$ cat src/rtl/double_ended_queue_macros.svh
// ----------------------------------------------------------------------------
// assertion macros for the double ended queue
// ----------------------------------------------------------------------------
`ifndef DOUBLE_ENDED_QUEUE_MACROS_SVH
`define DOUBLE_ENDED_QUEUE_MACROS_SVH

`ifndef NO_ASSERTIONS

// expression must hold at every edge out of reset
`define DEQ_ASSERT_ALWAYS(lbl, clk, rst_n, expr, msg) \
    lbl: assert property (@(posedge clk) disable iff (!rst_n) (expr)) else $error(msg);

// consequent must hold in the cycle after the antecedent
`define DEQ_ASSERT_NEXT(lbl, clk, rst_n, ante, cons, msg) \
    lbl: assert property (@(posedge clk) disable iff (!rst_n) (ante) |=> (cons)) else $error(msg);

`else

`define DEQ_ASSERT_ALWAYS(lbl, clk, rst_n, expr, msg)
`define DEQ_ASSERT_NEXT(lbl, clk, rst_n, ante, cons, msg)

`endif

`endif

$ cat src/rtl/deq_pkg.sv
// ----------------------------------------------------------------------------
// deq_pkg
// types and codes shared by the double ended queue modules
// ----------------------------------------------------------------------------
package deq_pkg;

    // operation codes
    localparam logic [1:0] OP_PUSH_FRONT = 2'd0;
    localparam logic [1:0] OP_PUSH_REAR  = 2'd1;
    localparam logic [1:0] OP_POP_FRONT  = 2'd2;
    localparam logic [1:0] OP_POP_REAR   = 2'd3;

    // status codes
    localparam logic [1:0] ST_DONE  = 2'd0;
    localparam logic [1:0] ST_EMPTY = 2'd1;
    localparam logic [1:0] ST_FULL  = 2'd2;

    typedef struct packed {
        logic [1:0]         operation;
        logic signed [31:0] client_id;
    } t_deq_in;

    typedef struct packed {
        logic signed [31:0] popped_id;
        logic [1:0]         status;
        logic [4:0]         occupancy;
        logic               is_empty;
    } t_deq_out;

    // result fields known at accept time
    typedef struct packed {
        logic       pop_hit;
        logic [1:0] status;
        logic [4:0] occupancy;
        logic       is_empty;
    } t_deq_res;

endpackage

$ cat src/rtl/deq_ram.sv
// ----------------------------------------------------------------------------
// deq_ram
// single port entry store, registered read
// ----------------------------------------------------------------------------
module deq_ram #(
    parameter int DEPTH = 16
) (
    input  logic                       i_clk,
    input  logic                       i_we,
    input  logic                       i_re,
    input  logic [$clog2(DEPTH)-1:0]   i_addr,
    input  logic [31:0]                i_wdata,
    output logic [31:0]                o_rdata
);

    logic [31:0] r_mem [DEPTH];
    logic [31:0] r_rdata;

    always_ff @(posedge i_clk) begin
        if (i_we) begin
            r_mem[i_addr] <= i_wdata;
        end
    end

    // read data only moves on a read, so it holds while the result waits
    always_ff @(posedge i_clk) begin
        if (i_re) begin
            r_rdata <= r_mem[i_addr];
        end
    end

    assign o_rdata = r_rdata;

endmodule

$ cat src/rtl/deq_ctrl.sv
// ----------------------------------------------------------------------------
// deq_ctrl
// head and count bookkeeping, entry addressing and result stage
// ----------------------------------------------------------------------------
`include "double_ended_queue_macros.svh"

module deq_ctrl #(
    parameter int CAPACITY = 16
) (
    input  logic                          i_clk,
    input  logic                          i_rst_n,
    input  logic                          i_in_valid,
    input  deq_pkg::t_deq_in              i_in_data,
    output logic                          o_in_stall,
    output logic                          o_out_valid,
    input  logic                          i_out_stall,
    output deq_pkg::t_deq_res             o_res,
    output logic                          o_mem_we,
    output logic                          o_mem_re,
    output logic [$clog2(CAPACITY)-1:0]   o_mem_addr,
    output logic [31:0]                   o_mem_wdata
);

    import deq_pkg::*;

    localparam int AW = $clog2(CAPACITY);
    localparam int CW = $clog2(CAPACITY + 1);
    localparam int SW = AW + 1;

    logic [AW-1:0] r_head, n_head;
    logic [CW-1:0] r_count, n_count;
    logic          r_valid;
    t_deq_res      r_res, n_res;

    logic          accept;
    logic          is_full, is_empty;
    logic          is_push;
    logic [AW-1:0] head_dec, head_inc, rear_pos;
    logic [CW-1:0] rear_off;
    logic [SW-1:0] rear_sum;
    logic [CW+4:0] occ_ext;
    logic          we, re;
    logic [AW-1:0] addr;

    assign o_in_stall = r_valid && i_out_stall;
    assign accept     = i_in_valid && !o_in_stall;

    assign is_full  = (r_count == CW'(CAPACITY));
    assign is_empty = (r_count == '0);
    assign is_push  = (i_in_data.operation == OP_PUSH_FRONT) ||
                      (i_in_data.operation == OP_PUSH_REAR);

    assign head_dec = (r_head == '0) ? AW'(CAPACITY - 1) : r_head - 1'b1;
    assign head_inc = (r_head == AW'(CAPACITY - 1)) ? '0 : r_head + 1'b1;

    // rear slot: head + count for a push, head + count - 1 for a pop
    assign rear_off = is_push ? r_count : r_count - 1'b1;
    assign rear_sum = SW'(r_head) + SW'(rear_off);
    assign rear_pos = (rear_sum >= SW'(CAPACITY)) ? AW'(rear_sum - SW'(CAPACITY))
                                                  : AW'(rear_sum);

    always_comb begin
        n_head      = r_head;
        n_count     = r_count;
        we          = 1'b0;
        re          = 1'b0;
        addr        = r_head;
        n_res       = '0;
        n_res.status = ST_DONE;
        case (i_in_data.operation)
            OP_PUSH_FRONT: begin
                if (is_full) begin
                    n_res.status = ST_FULL;
                end else begin
                    n_head  = head_dec;
                    addr    = head_dec;
                    we      = 1'b1;
                    n_count = r_count + 1'b1;
                end
            end
            OP_PUSH_REAR: begin
                if (is_full) begin
                    n_res.status = ST_FULL;
                end else begin
                    addr    = rear_pos;
                    we      = 1'b1;
                    n_count = r_count + 1'b1;
                end
            end
            OP_POP_FRONT: begin
                if (is_empty) begin
                    n_res.status = ST_EMPTY;
                end else begin
                    addr          = r_head;
                    re            = 1'b1;
                    n_head        = head_inc;
                    n_count       = r_count - 1'b1;
                    n_res.pop_hit = 1'b1;
                end
            end
            OP_POP_REAR: begin
                if (is_empty) begin
                    n_res.status = ST_EMPTY;
                end else begin
                    addr          = rear_pos;
                    re            = 1'b1;
                    n_count       = r_count - 1'b1;
                    n_res.pop_hit = 1'b1;
                end
            end
            default: begin
                n_res.status = ST_DONE;
            end
        endcase
        occ_ext         = {5'b0, n_count};
        n_res.occupancy = occ_ext[4:0];
        n_res.is_empty  = (n_count == '0);
    end

    always_ff @(posedge i_clk) begin
        if (!i_rst_n) begin
            r_head  <= '0;
            r_count <= '0;
            r_valid <= 1'b0;
        end else begin
            if (accept) begin
                r_head  <= n_head;
                r_count <= n_count;
                r_valid <= 1'b1;
            end else if (!i_out_stall) begin
                r_valid <= 1'b0;
            end
        end
    end

    always_ff @(posedge i_clk) begin
        if (accept) begin
            r_res <= n_res;
        end
    end

    assign o_out_valid = r_valid;
    assign o_res       = r_res;
    assign o_mem_we    = accept && we;
    assign o_mem_re    = accept && re;
    assign o_mem_addr  = addr;
    assign o_mem_wdata = i_in_data.client_id;

    `DEQ_ASSERT_ALWAYS(a_count_bound, i_clk, i_rst_n, r_count <= CW'(CAPACITY), "count above capacity")
    `DEQ_ASSERT_ALWAYS(a_head_bound, i_clk, i_rst_n, r_head <= AW'(CAPACITY - 1), "head out of ring")
    `DEQ_ASSERT_NEXT(a_refused_hold, i_clk, i_rst_n, accept && (n_res.status != ST_DONE), $stable(r_head) && $stable(r_count), "refused operation changed state")
    `DEQ_ASSERT_NEXT(a_push_count, i_clk, i_rst_n, accept && we, r_count == $past(r_count) + 1'b1, "push did not grow count")
    `DEQ_ASSERT_ALWAYS(a_mem_excl, i_clk, i_rst_n, !(o_mem_we && o_mem_re), "read and write in one cycle")

endmodule

$ cat src/rtl/double_ended_queue.sv
// ----------------------------------------------------------------------------
// double_ended_queue
// bounded double ended queue of 32-bit identifiers in a ring buffer
// ----------------------------------------------------------------------------
// Holds up to CAPACITY identifiers in a single-port ring memory addressed by a
// head index and an entry count. Each input transfer carries one operation
// (push front, push rear, pop front, pop rear) and produces exactly one output
// transfer with the popped identifier (zero unless a pop succeeded), a status
// (done, pop refused because empty, push refused because full), the occupancy
// after the operation (reported modulo 32) and an empty flag. A refused
// operation leaves the contents untouched. The block takes one item per
// cycle while the output does not stall: head and count registers are updated
// in the accept cycle and the memory port serves at most one read or write,
// so the result and its registered read data appear in the cycle after the input.
// The result stage is a single register; a new item is accepted in the same
// cycle that the pending result is taken, and the input stalls only while a
// result is held by a stalled output. No clearing pass is needed after reset.
module double_ended_queue #(
    parameter int CAPACITY = 16
) (
    input  logic              i_clk,
    input  logic              i_rst_n,
    // input channel
    input  logic              i_in_valid,
    output logic              o_in_stall,
    input  deq_pkg::t_deq_in  i_in_data,
    // output channel
    output logic              o_out_valid,
    input  logic              i_out_stall,
    output deq_pkg::t_deq_out o_out_data
);

    import deq_pkg::*;

    localparam int AW = $clog2(CAPACITY);

    t_deq_res      res;
    logic          mem_we;
    logic          mem_re;
    logic [AW-1:0] mem_addr;
    logic [31:0]   mem_wdata;
    logic [31:0]   mem_rdata;

    // pointer bookkeeping and result stage
    deq_ctrl #(
        .CAPACITY (CAPACITY)
    ) u_ctrl (
        .i_clk       (i_clk),
        .i_rst_n     (i_rst_n),
        .i_in_valid  (i_in_valid),
        .i_in_data   (i_in_data),
        .o_in_stall  (o_in_stall),
        .o_out_valid (o_out_valid),
        .i_out_stall (i_out_stall),
        .o_res       (res),
        .o_mem_we    (mem_we),
        .o_mem_re    (mem_re),
        .o_mem_addr  (mem_addr),
        .o_mem_wdata (mem_wdata)
    );

    // entry store, read data lands together with the result stage
    deq_ram #(
        .DEPTH (CAPACITY)
    ) u_ram (
        .i_clk   (i_clk),
        .i_we    (mem_we),
        .i_re    (mem_re),
        .i_addr  (mem_addr),
        .i_wdata (mem_wdata),
        .o_rdata (mem_rdata)
    );

    // popped identifier only on a successful pop, zero for everything else
    assign o_out_data.popped_id = res.pop_hit ? mem_rdata : '0;
    assign o_out_data.status    = res.status;
    assign o_out_data.occupancy = res.occupancy;
    assign o_out_data.is_empty  = res.is_empty;

endmodule

$ cat config.mk
export PLATFORM = sky130hd
export DESIGN_NAME = double_ended_queue
export DESIGN_NICKNAME = d
export VERILOG_FILES = /design/src/rtl/deq_pkg.sv /design/src/rtl/deq_ram.sv /design/src/rtl/deq_ctrl.sv /design/src/rtl/double_ended_queue.sv
export VERILOG_INCLUDE_DIRS = /design/src /design/src/rtl
export SDC_FILE = /design/constraint.sdc
export NUM_CORES = 1
export LEC_CHECK = 0
export ABC_AREA = 0
export BUFFER_PORTS_ARGS = -buffer_cell sky130_fd_sc_hd__buf_2
export CORE_UTILIZATION = 50
export CTS_CLUSTER_SIZE = 14
export DETAILED_ROUTE_END_ITERATION = 7
export PLACE_DENSITY = 0.67
export SLEW_MARGIN = 20
export SYNTH_ARGS = -nofsm -noshare
export SYNTH_HDL_FRONTEND = slang
export SYNTH_SLANG_ARGS = --single-unit
$ cat constraint.sdc
create_clock -name i_clk -period 7.5 [get_ports i_clk]
set_input_delay 0.375 -clock i_clk [delete_from_list [all_inputs] [get_ports i_clk]]
set_output_delay 0.375 -clock i_clk [all_outputs]
set_load 0.03 [all_outputs]
### Word level (Yosys, flattened, before mapping)

Memories as Yosys holds them, arrays and structs flattened. A register that Yosys moved wholly into a read port is not among the register bits.
Index checks and enable logic that the tools add are counted.

| word-level totals | value |
|---|---|
| register bits | 19 |
| RAM bits | 512 |
| input port bits | 38 |
| memories kept | 1 |

Memories:

| name | words | bits a word | read ports | clocked after memory_dff | wr ports | line | source |
|---|---|---|---|---|---|---|---|
| u_ram.r_mem | 16 | 32 | 1 | 1 | 1 | deq_ram.sv:16 | `logic [31:0] r_mem [DEPTH];` |

| cells by class | value |
|---|---|
| $add $sub $neg | 6 |
| $lt $le $gt $ge | 1 |
| equal/unequal tests | 7 |
| multiplexer cells | 25 |
| reduce and logical (&&, ||, !) cells | 14 |

Operators by type and width:

| kind | number |
|---|---|
| 32-bit 2-to-1 mux | 1 |
| 4-bit 2-to-1 mux | 7 |
| 4-bit one-hot mux with 4 select lines | 1 |
| 5-bit 2-to-1 mux | 3 |
| 5-bit zero test | 2 |
| 5-bit one-hot mux with 2 select lines | 1 |
| 1-bit 2-to-1 mux | 9 |
| 4-bit one-hot mux with 2 select lines | 1 |
| 4-bit by 1-bit subtractor with 4-bit output, second input constant | 2 |
| 4-bit by 5-bit adder with 5-bit output | 1 |
| 5-bit by 1-bit adder with 5-bit output, second input constant | 1 |
| 5-bit equality test, second input constant | 1 |
| 5-bit >= comparator, second input constant | 1 |
| 5-bit by 1-bit subtractor with 5-bit output, second input constant | 1 |
| 4-bit by 1-bit adder with 4-bit output, second input constant | 1 |
| 2-bit equality test, second input constant | 2 |
| 4-bit equality test, second input constant | 1 |
| 1-bit logical AND | 4 |
| 4-bit zero test | 1 |
| 2-bit one-hot mux with 2 select lines | 1 |
| 2-bit OR reduction | 2 |
| 3-bit AND reduction | 1 |
| 2-bit by 1-bit equality test with 1-bit output, second input constant | 1 |
| 2-bit zero test | 1 |
| other kinds (6) | 6 |

### Depth between registers and ports, before layout

| depth | value |
|---|---|
| depth after elaboration | 8 |
| depth in mapped cells | 16 |
| gate-level depth less buffers | 13 |

### Modules after synthesis

From an unflattened synthesis, not the netlist that was laid out.

| second synthesis, totals | value |
|---|---|
| cells, all modules | 1087 |
| area, all modules | 22193.8 µm² |

By module, submodules not included:

| module | times used | cells an instance | area an instance (µm²) |
|---|---|---|---|
| deq_ram | 1 | 840 | 20183.1 |
| deq_ctrl | 1 | 212 | 1755.4 |
| double_ended_queue | 1 | 35 | 255.2 |

### Worst setup path before layout

Ideal clock, no wire load.

| timing | value |
|---|---|
| path type | input to register |
| start | in i_in_data[33] (netlist name) |
| end | mem u_ram.r_mem[14][0], enable pin |
| library setup time | 0.461 ns |
| arrival | 5.356 ns |
| required time | 7.039 ns |
| setup slack | 1.683 ns |
| stages | 14 |
| buffers on the path | 5 |
| cells stage by stage | buf_4 > buf_2 > buf_1 > xor2_1 > ha_1 > inv_1 > fa_1 > mux2_2 > a32oi_2 > nand4_4 > buf_2 > buf_1 > nand2b_1 > nor3_1 |

| on the way | value |
|---|---|
| word-level cells in the longest chain between the ends | 8 |

RTL lines:

| item | line | source |
|---|---|---|
| start, declared | double_ended_queue.sv:26 | `input deq_pkg::t_deq_in i_in_data,` |
| 2-bit by 1-bit equality test with 1-bit output / 2-bit zero test (equally long branches) | deq_ctrl.sv:51, deq_ctrl.sv:70, deq_ctrl.sv:50 |  |
| 1-bit logical OR | deq_ctrl.sv:50 | `assign is_push = (i_in_data.operation == OP_PUSH_FRONT) \|\|` |
| 5-bit 2-to-1 mux | deq_ctrl.sv:57 | `assign rear_off = is_push ? r_count : r_count - 1'b1;` |
| 4-bit by 5-bit adder with 5-bit output | deq_ctrl.sv:58 | `assign rear_sum = SW'(r_head) + SW'(rear_off);` |
| 4-bit by 1-bit subtractor with 4-bit output / 5-bit >= comparator (equally long branches) | deq_ctrl.sv:59 | `assign rear_pos = (rear_sum >= SW'(CAPACITY)) ? AW'(rear_sum - SW'(CAPACITY))` |
| 4-bit 2-to-1 mux | deq_ctrl.sv:59 |  |
| 4-bit 2-to-1 mux (on tied branches) | deq_ctrl.sv:102, deq_ctrl.sv:82 |  |
| 4-bit one-hot mux with 4 select lines | deq_ctrl.sv:70 | `case (i_in_data.operation)` |
| end, declared | deq_ram.sv:16 |  |

Parallel ways exist; a longest one is shown, timed or not.

### Final worst setup path

| timing | value |
|---|---|
| start | reg u_ctrl.r_count[0] |
| end | mem u_ram.r_mem[14][9], enable pin |

| on the way | value |
|---|---|
| word-level cells in the longest chain between the ends | 7 |

RTL lines:

| item | line | source |
|---|---|---|
| start, declared | deq_ctrl.sv:31 | `logic [CW-1:0] r_count, n_count;` |
| start signal, assigned | deq_ctrl.sv:128 | `r_count <= n_count;` |
| 5-bit by 1-bit subtractor with 5-bit output | deq_ctrl.sv:57 |  |
| 5-bit 2-to-1 mux | deq_ctrl.sv:57 |  |
| 4-bit by 5-bit adder with 5-bit output | deq_ctrl.sv:58 |  |
| 4-bit by 1-bit subtractor with 4-bit output / 5-bit >= comparator (equally long branches) | deq_ctrl.sv:59 |  |
| 4-bit 2-to-1 mux | deq_ctrl.sv:59 |  |
| 4-bit 2-to-1 mux (on tied branches) | deq_ctrl.sv:102, deq_ctrl.sv:82 |  |
| 4-bit one-hot mux with 4 select lines | deq_ctrl.sv:70 |  |

Parallel ways exist; a longest one is shown, timed or not.

==> impl_summary.txt <==
----------------------------------------------------
[Setup path]
  Data arrival, critical path ... approximately 5.3 ns
  Startpoint type of the worst setup path ... flip-flop
  Endpoint required time on the critical path ... ~7.7 ns
  Launch instance of the worst register-to-register path ... u_ctrl.r_count[0]
  Most common cell type on the critical path ... sky130_fd_sc_hd__inv_1
  Worst reg-to-reg setup slack ... 2.44 ns
  Cell chain of the critical path ... inv_1 -> ha_1 -> nand2_1 -> a21boi_0 -> inv_1 -> fa_1 -> mux2_2 -> a32oi_2 -> nand4_4 -> buf_12 -> nand2b_1 -> nor3_2 -> buf_4
  Number of cells on the worst reg-to-reg path ... 13
  Delay of the slowest cell on the worst path ... approximately 0.60 ns
  Critical-path cell with the highest stage delay ... sky130_fd_sc_hd__nand4_4
  Kind of critical path ... reg2reg
  Critical path capture point type ... flip-flop
  Endpoint of the worst register-to-register path ... u_ram.r_mem[14][9]
  Maximum fanout along the worst path ... 107

[Clocking]
  Latest clock arrival within the worst-skew pair ... approximately 0.6 ns
  Number of buffers created by CTS ... between 50 and 60
  CTS tree ... yes
  Cell chosen for the clock root ... sky130_fd_sc_hd__clkbuf_16
  Reg clk slew, reported paths ... approximately 0.060 ns
  H-tree depth ... 2
  CTS sink count ... 563
  Maximum number of buffers from clock root to sink ... 3

[Routing]
  Routed WL per cell ... between 20 and 25 um
  Detailed Routing Iterations Pass 1 ... 5
  Drt initial violations ... 1,581
  Overall via count from detail_route ... 13,481
  DRC violations left ... 0
  Post-Route WL ... a little over 50 mm
  Detail-routed via count per cell ... 5.95
  Post-detailed-route count of antenna-violating nets ... 0

[Pwr]
  Part of the total power dissipated in sequential elements ... around 45%
  Fraction of power spent switching nets ... 30.2%
  Reported net switching power ... ~2.5 mW
  Power density over the cells ... roughly 320 mW/mm^2
  Static Leak ... 8.66 nW
  Overall power after layout ... 8.22 mW
  VDD IR max ... approximately 0.30 mV
  Internal power contribution ... about 5.7 mW
  Combinational Power Share ... a little under a quarter
  Clock power share ... a little under a third

[Logic synthesis]
  Async set-or-reset flop fraction in the synthesized netlist ... 0%
  Count of state elements after synthesis ... around 560
  Top_reg_cell synth ... sky130_fd_sc_hd__edfxtp_1
  Synthesized area per cell ... roughly 14 um^2
  Synth Net Count ... about 1,600
  Netlist cell types ... 69
  Count of flip-flops with a built-in enable after synthesis ... 553
  Sequential-to-total area share from yosys stat ... between 70% and 80%
  Syn Std Cell Area ... approximately 0.023 mm^2
  Number of instances in the synthesized netlist ... around 1,600
  Number of warnings reported in the yosys synthesis log ... 0

[Die]
  Num ports ... 80
  CORE AREA ... approximately 0.045 mm^2
  Starting density of the core ... roughly half
  Vertical extent of the die ... between 200 and 250 um
  Die area ... 0.0463 mm^2
  Die boundary width ... about 220 um
  Cell Rows ... 77

[Cells and area]
  Area growth, synth to finish ... 11.8%
  Count of fill cells added during filler insertion ... 3,491
  Register cell area after layout ... around 0.017 mm^2
  Proportion of layout cells with a drive suffix above 1 ... roughly 14%
  Antenna cells ... 0
  NumNets Final ... 1,675
  Area of the multi-input gates ... roughly 0.0054 mm^2

[GRT]
  Pin count of the biggest net entering global routing ... 168
  Global-route wire length before repair ... 78.1 mm
  Number of antenna violations at the first check in global routing ... 2
  Number of global-route vias before repair ... about 13,000
  Overflow left after global routing ... 0
  Aggregate global-route resource usage ... 22.1%

[Worst hold path]
  Type of the most critical hold path ... in2reg
  Hold EP ... u_ctrl.o_out_valid
  Worst Min Path Start ... i_out_stall
  Number of instances on the worst hold path ... 4

[Timing]
  Crit path time final ... about 5.1 ns
  Slew Viols, Final ... 0
  Count of final setup violators ... 0
  Final count of hold timing violations ... 0
  Period Utilization, post-route ... 67.4%
  Unrepaired setup endpoints after global routing ... false
  Max Clock Freq ... approximately 200 MHz
  Least-Margin Pin Slew ... around 1.1 ns
  TNS Setup ... 0 ns
  Relative slew margins ... 28.2%
  Max Clock Skew ... 0.0225 ns

[Run status]
  Result of the run ... finished clean

[Placed design]
  HPWL after detailed placement ... roughly 28 mm
  Routability cong. ... approximately 0.79
  Port Buffer Count ... 79

[Flow run]
  Max Cap Violations ... 0

----------------------------------------------------
==> layout make-up <==
cell class / count / share of cell area, %
clock buffers: 74 / 5.77
clock inverters: 29 / 0.817
inverters: 13 / 0.192
multi-input cells: 877 / 21.2
flip-flops and latches: 563 / 66.1
well taps: 592 / 2.91
repair buffers: 117 / 3.06
==> what timing repair did <==
item | in CTS | in global routing
hold endpoints to repair | 1 | 0
resized for setup | 0 | 0
hold buffers | 1 | 0
buffers inserted | 0 | 0
==> power groups by stage <==
| stage | clock [mW] | sequential (mW) | combinational (mW) |
|---|---|---|---|
| after CTS | 2.62 | 3.67 | 1.98 |
| after detailed placement | 0 | 3.74 | 1.96 |
| after floorplan | 0 | 3.72 | 1.46 |
| after global placement | 0 | 3.73 | 1.93 |
| after global routing | 2.74 | 3.68 | 2.15 |
| final | 2.59 | 3.67 | 1.97 |
==> synthesized netlist by cell type (all sizes together), types with 4 or more instances <==
library cell / number / area share (%)
and2: 33 / 0.91
a32o: 65 / 2.9
a21boi: 6 / 0.20
xor2: 5 / 0.19
a221oi: 31 / 1.2
buf: 76 / 2.0
a21oi: 138 / 3.1
nand3: 4 / 0.088
o22ai: 33 / 0.91
ha: 8 / 0.44
edfxtp: 553 / 73
inv: 13 / 0.21
o21ai: 13 / 0.29
nand2: 346 / 5.7
nor2: 11 / 0.19
nand4: 4 / 0.18
clkbuf: 43 / 0.71
mux2i: 31 / 1.4
a211o: 35 / 1.3
nor3: 23 / 0.51
or3: 5 / 0.14
nor2b: 4 / 0.11
dfxtp: 10 / 0.88
xnor2: 6 / 0.26
a32oi: 34 / 1.3
==> cell usage in the layout, fill, tap and decap left out, types with 3 or more instances in the layout <==
cell type / netlist / final
sky130_fd_sc_hd__nor2b_1: 4 / 4
sky130_fd_sc_hd__a32oi_1: 33 / 33
sky130_fd_sc_hd__clkinv_2: 0 / 7
sky130_fd_sc_hd__edfxtp_1: 553 / 553
sky130_fd_sc_hd__buf_12: 0 / 6
sky130_fd_sc_hd__ha_1: 8 / 8
sky130_fd_sc_hd__nand3_1: 4 / 4
sky130_fd_sc_hd__inv_1: 12 / 12
sky130_fd_sc_hd__a21boi_0: 6 / 6
sky130_fd_sc_hd__clkbuf_1: 43 / 18
sky130_fd_sc_hd__clkinvlp_4: 0 / 4
sky130_fd_sc_hd__nand2_1: 346 / 346
sky130_fd_sc_hd__a32o_1: 65 / 65
sky130_fd_sc_hd__a221oi_1: 31 / 31
sky130_fd_sc_hd__nor3_2: 0 / 16
sky130_fd_sc_hd__a21oi_1: 137 / 137
sky130_fd_sc_hd__o22ai_1: 33 / 33
sky130_fd_sc_hd__nor2_1: 10 / 9
sky130_fd_sc_hd__nand4_1: 3 / 3
sky130_fd_sc_hd__a211o_1: 35 / 35
sky130_fd_sc_hd__nand2b_1: 3 / 3
sky130_fd_sc_hd__xor2_1: 5 / 5
sky130_fd_sc_hd__and2_1: 33 / 33
sky130_fd_sc_hd__o21ai_0: 11 / 11
sky130_fd_sc_hd__mux2i_1: 31 / 31
sky130_fd_sc_hd__nor3_1: 23 / 7
sky130_fd_sc_hd__buf_4: 20 / 30
sky130_fd_sc_hd__clkbuf_16: 0 / 56
sky130_fd_sc_hd__clkinv_1: 0 / 13
sky130_fd_sc_hd__or3_1: 5 / 4
sky130_fd_sc_hd__xnor2_1: 5 / 5
sky130_fd_sc_hd__buf_2: 44 / 79
sky130_fd_sc_hd__dfxtp_1: 10 / 10
==> critical path: cells and delay by family (launching register included) <==
| kind | cells | cell delay, ns |
|---|---|---|
| buffers and inverters | 4 | 1.25 |
| AND/OR/NAND/NOR | 4 | 1.18 |
| AO/OA/AOI/OAI | 2 | 0.50 |
| multiplexers | 1 | 0.29 |
| flip-flops | 1 | 0.56 |
| adder cells (fa/ha/maj) | 2 | 0.84 |
==> cells by family (layout without fill, tap and decap cells) <==
group	after synthesis	in the layout	share of synthesized area (%)
AOI/OAI and AO/OA	376	376	12.2
DFF	563	563	73.9
muxes	33	33	1.46
buffers and inverters	132	233	2.95
and+or+nand+nor	448	448	8.56
xor gates and xnor gates	11	11	0.457
adders and majority gates	9	9	0.528
==> layer usage <==
metal / vias to the layer above / wire length [um] / part of all wire [%] / global-route usage (%)
met3: 95 / 3130 / 6.1 / 3.64
met2: 461 / 24300 / 48 / 35.1
met1: 6752 / 22200 / 43 / 31.0
met5: - / 18 / 0.035 / 0
li1: 6169 / - / - / -
met4: 4 / 1360 / 2.7 / 7.66
==> metrics by stage <==
step           instance area (um^2)  hold WS (ns)  instances  util (%)  worst slack (ns)
2_1_floorplan                 22700         0.474       1572         -              1.68
6_report                      25400         0.107       2265      57.1              2.44
4_1_cts                       25400        0.0796       2265      57.1              2.41
3_3_place_gp                  23700         0.541       2160      53.3              2.57
3_5_place_dp                  23800         0.560       2161      53.4              2.44
5_1_grt                       25400         0.118       2265      57.1              2.12
==> flip-flops by register name, summed over array words and instances, names as in the netlist <==
| name | cells |
|---|---|
| u_ctrl.o_out_valid | 1 |
| u_ctrl.o_res | 9 |
| u_ctrl.r_count | 5 |
| u_ctrl.r_head | 4 |
| u_ram.o_rdata | 32 |
| u_ram.r_mem | 512 |
==> worst max-delay path by stage <==
stage	from	to	slack, ns	cells after the start
after floorplan	i_in_data[33]	u_ram.r_mem[14][0]	1.68	14
after global placement	u_ctrl.r_count[0]	u_ram.r_mem[14][17]	2.57	13
after CTS	u_ctrl.r_count[0]	u_ram.r_mem[14][9]	2.41	13
after global routing	u_ctrl.r_count[0]	u_ram.r_mem[14][9]	2.12	13
final	u_ctrl.r_count[0]	u_ram.r_mem[14][9]	2.44	13
after detailed placement	u_ctrl.r_count[0]	u_ram.r_mem[14][14]	2.44	13
Power figures use the tool's default switching activity.
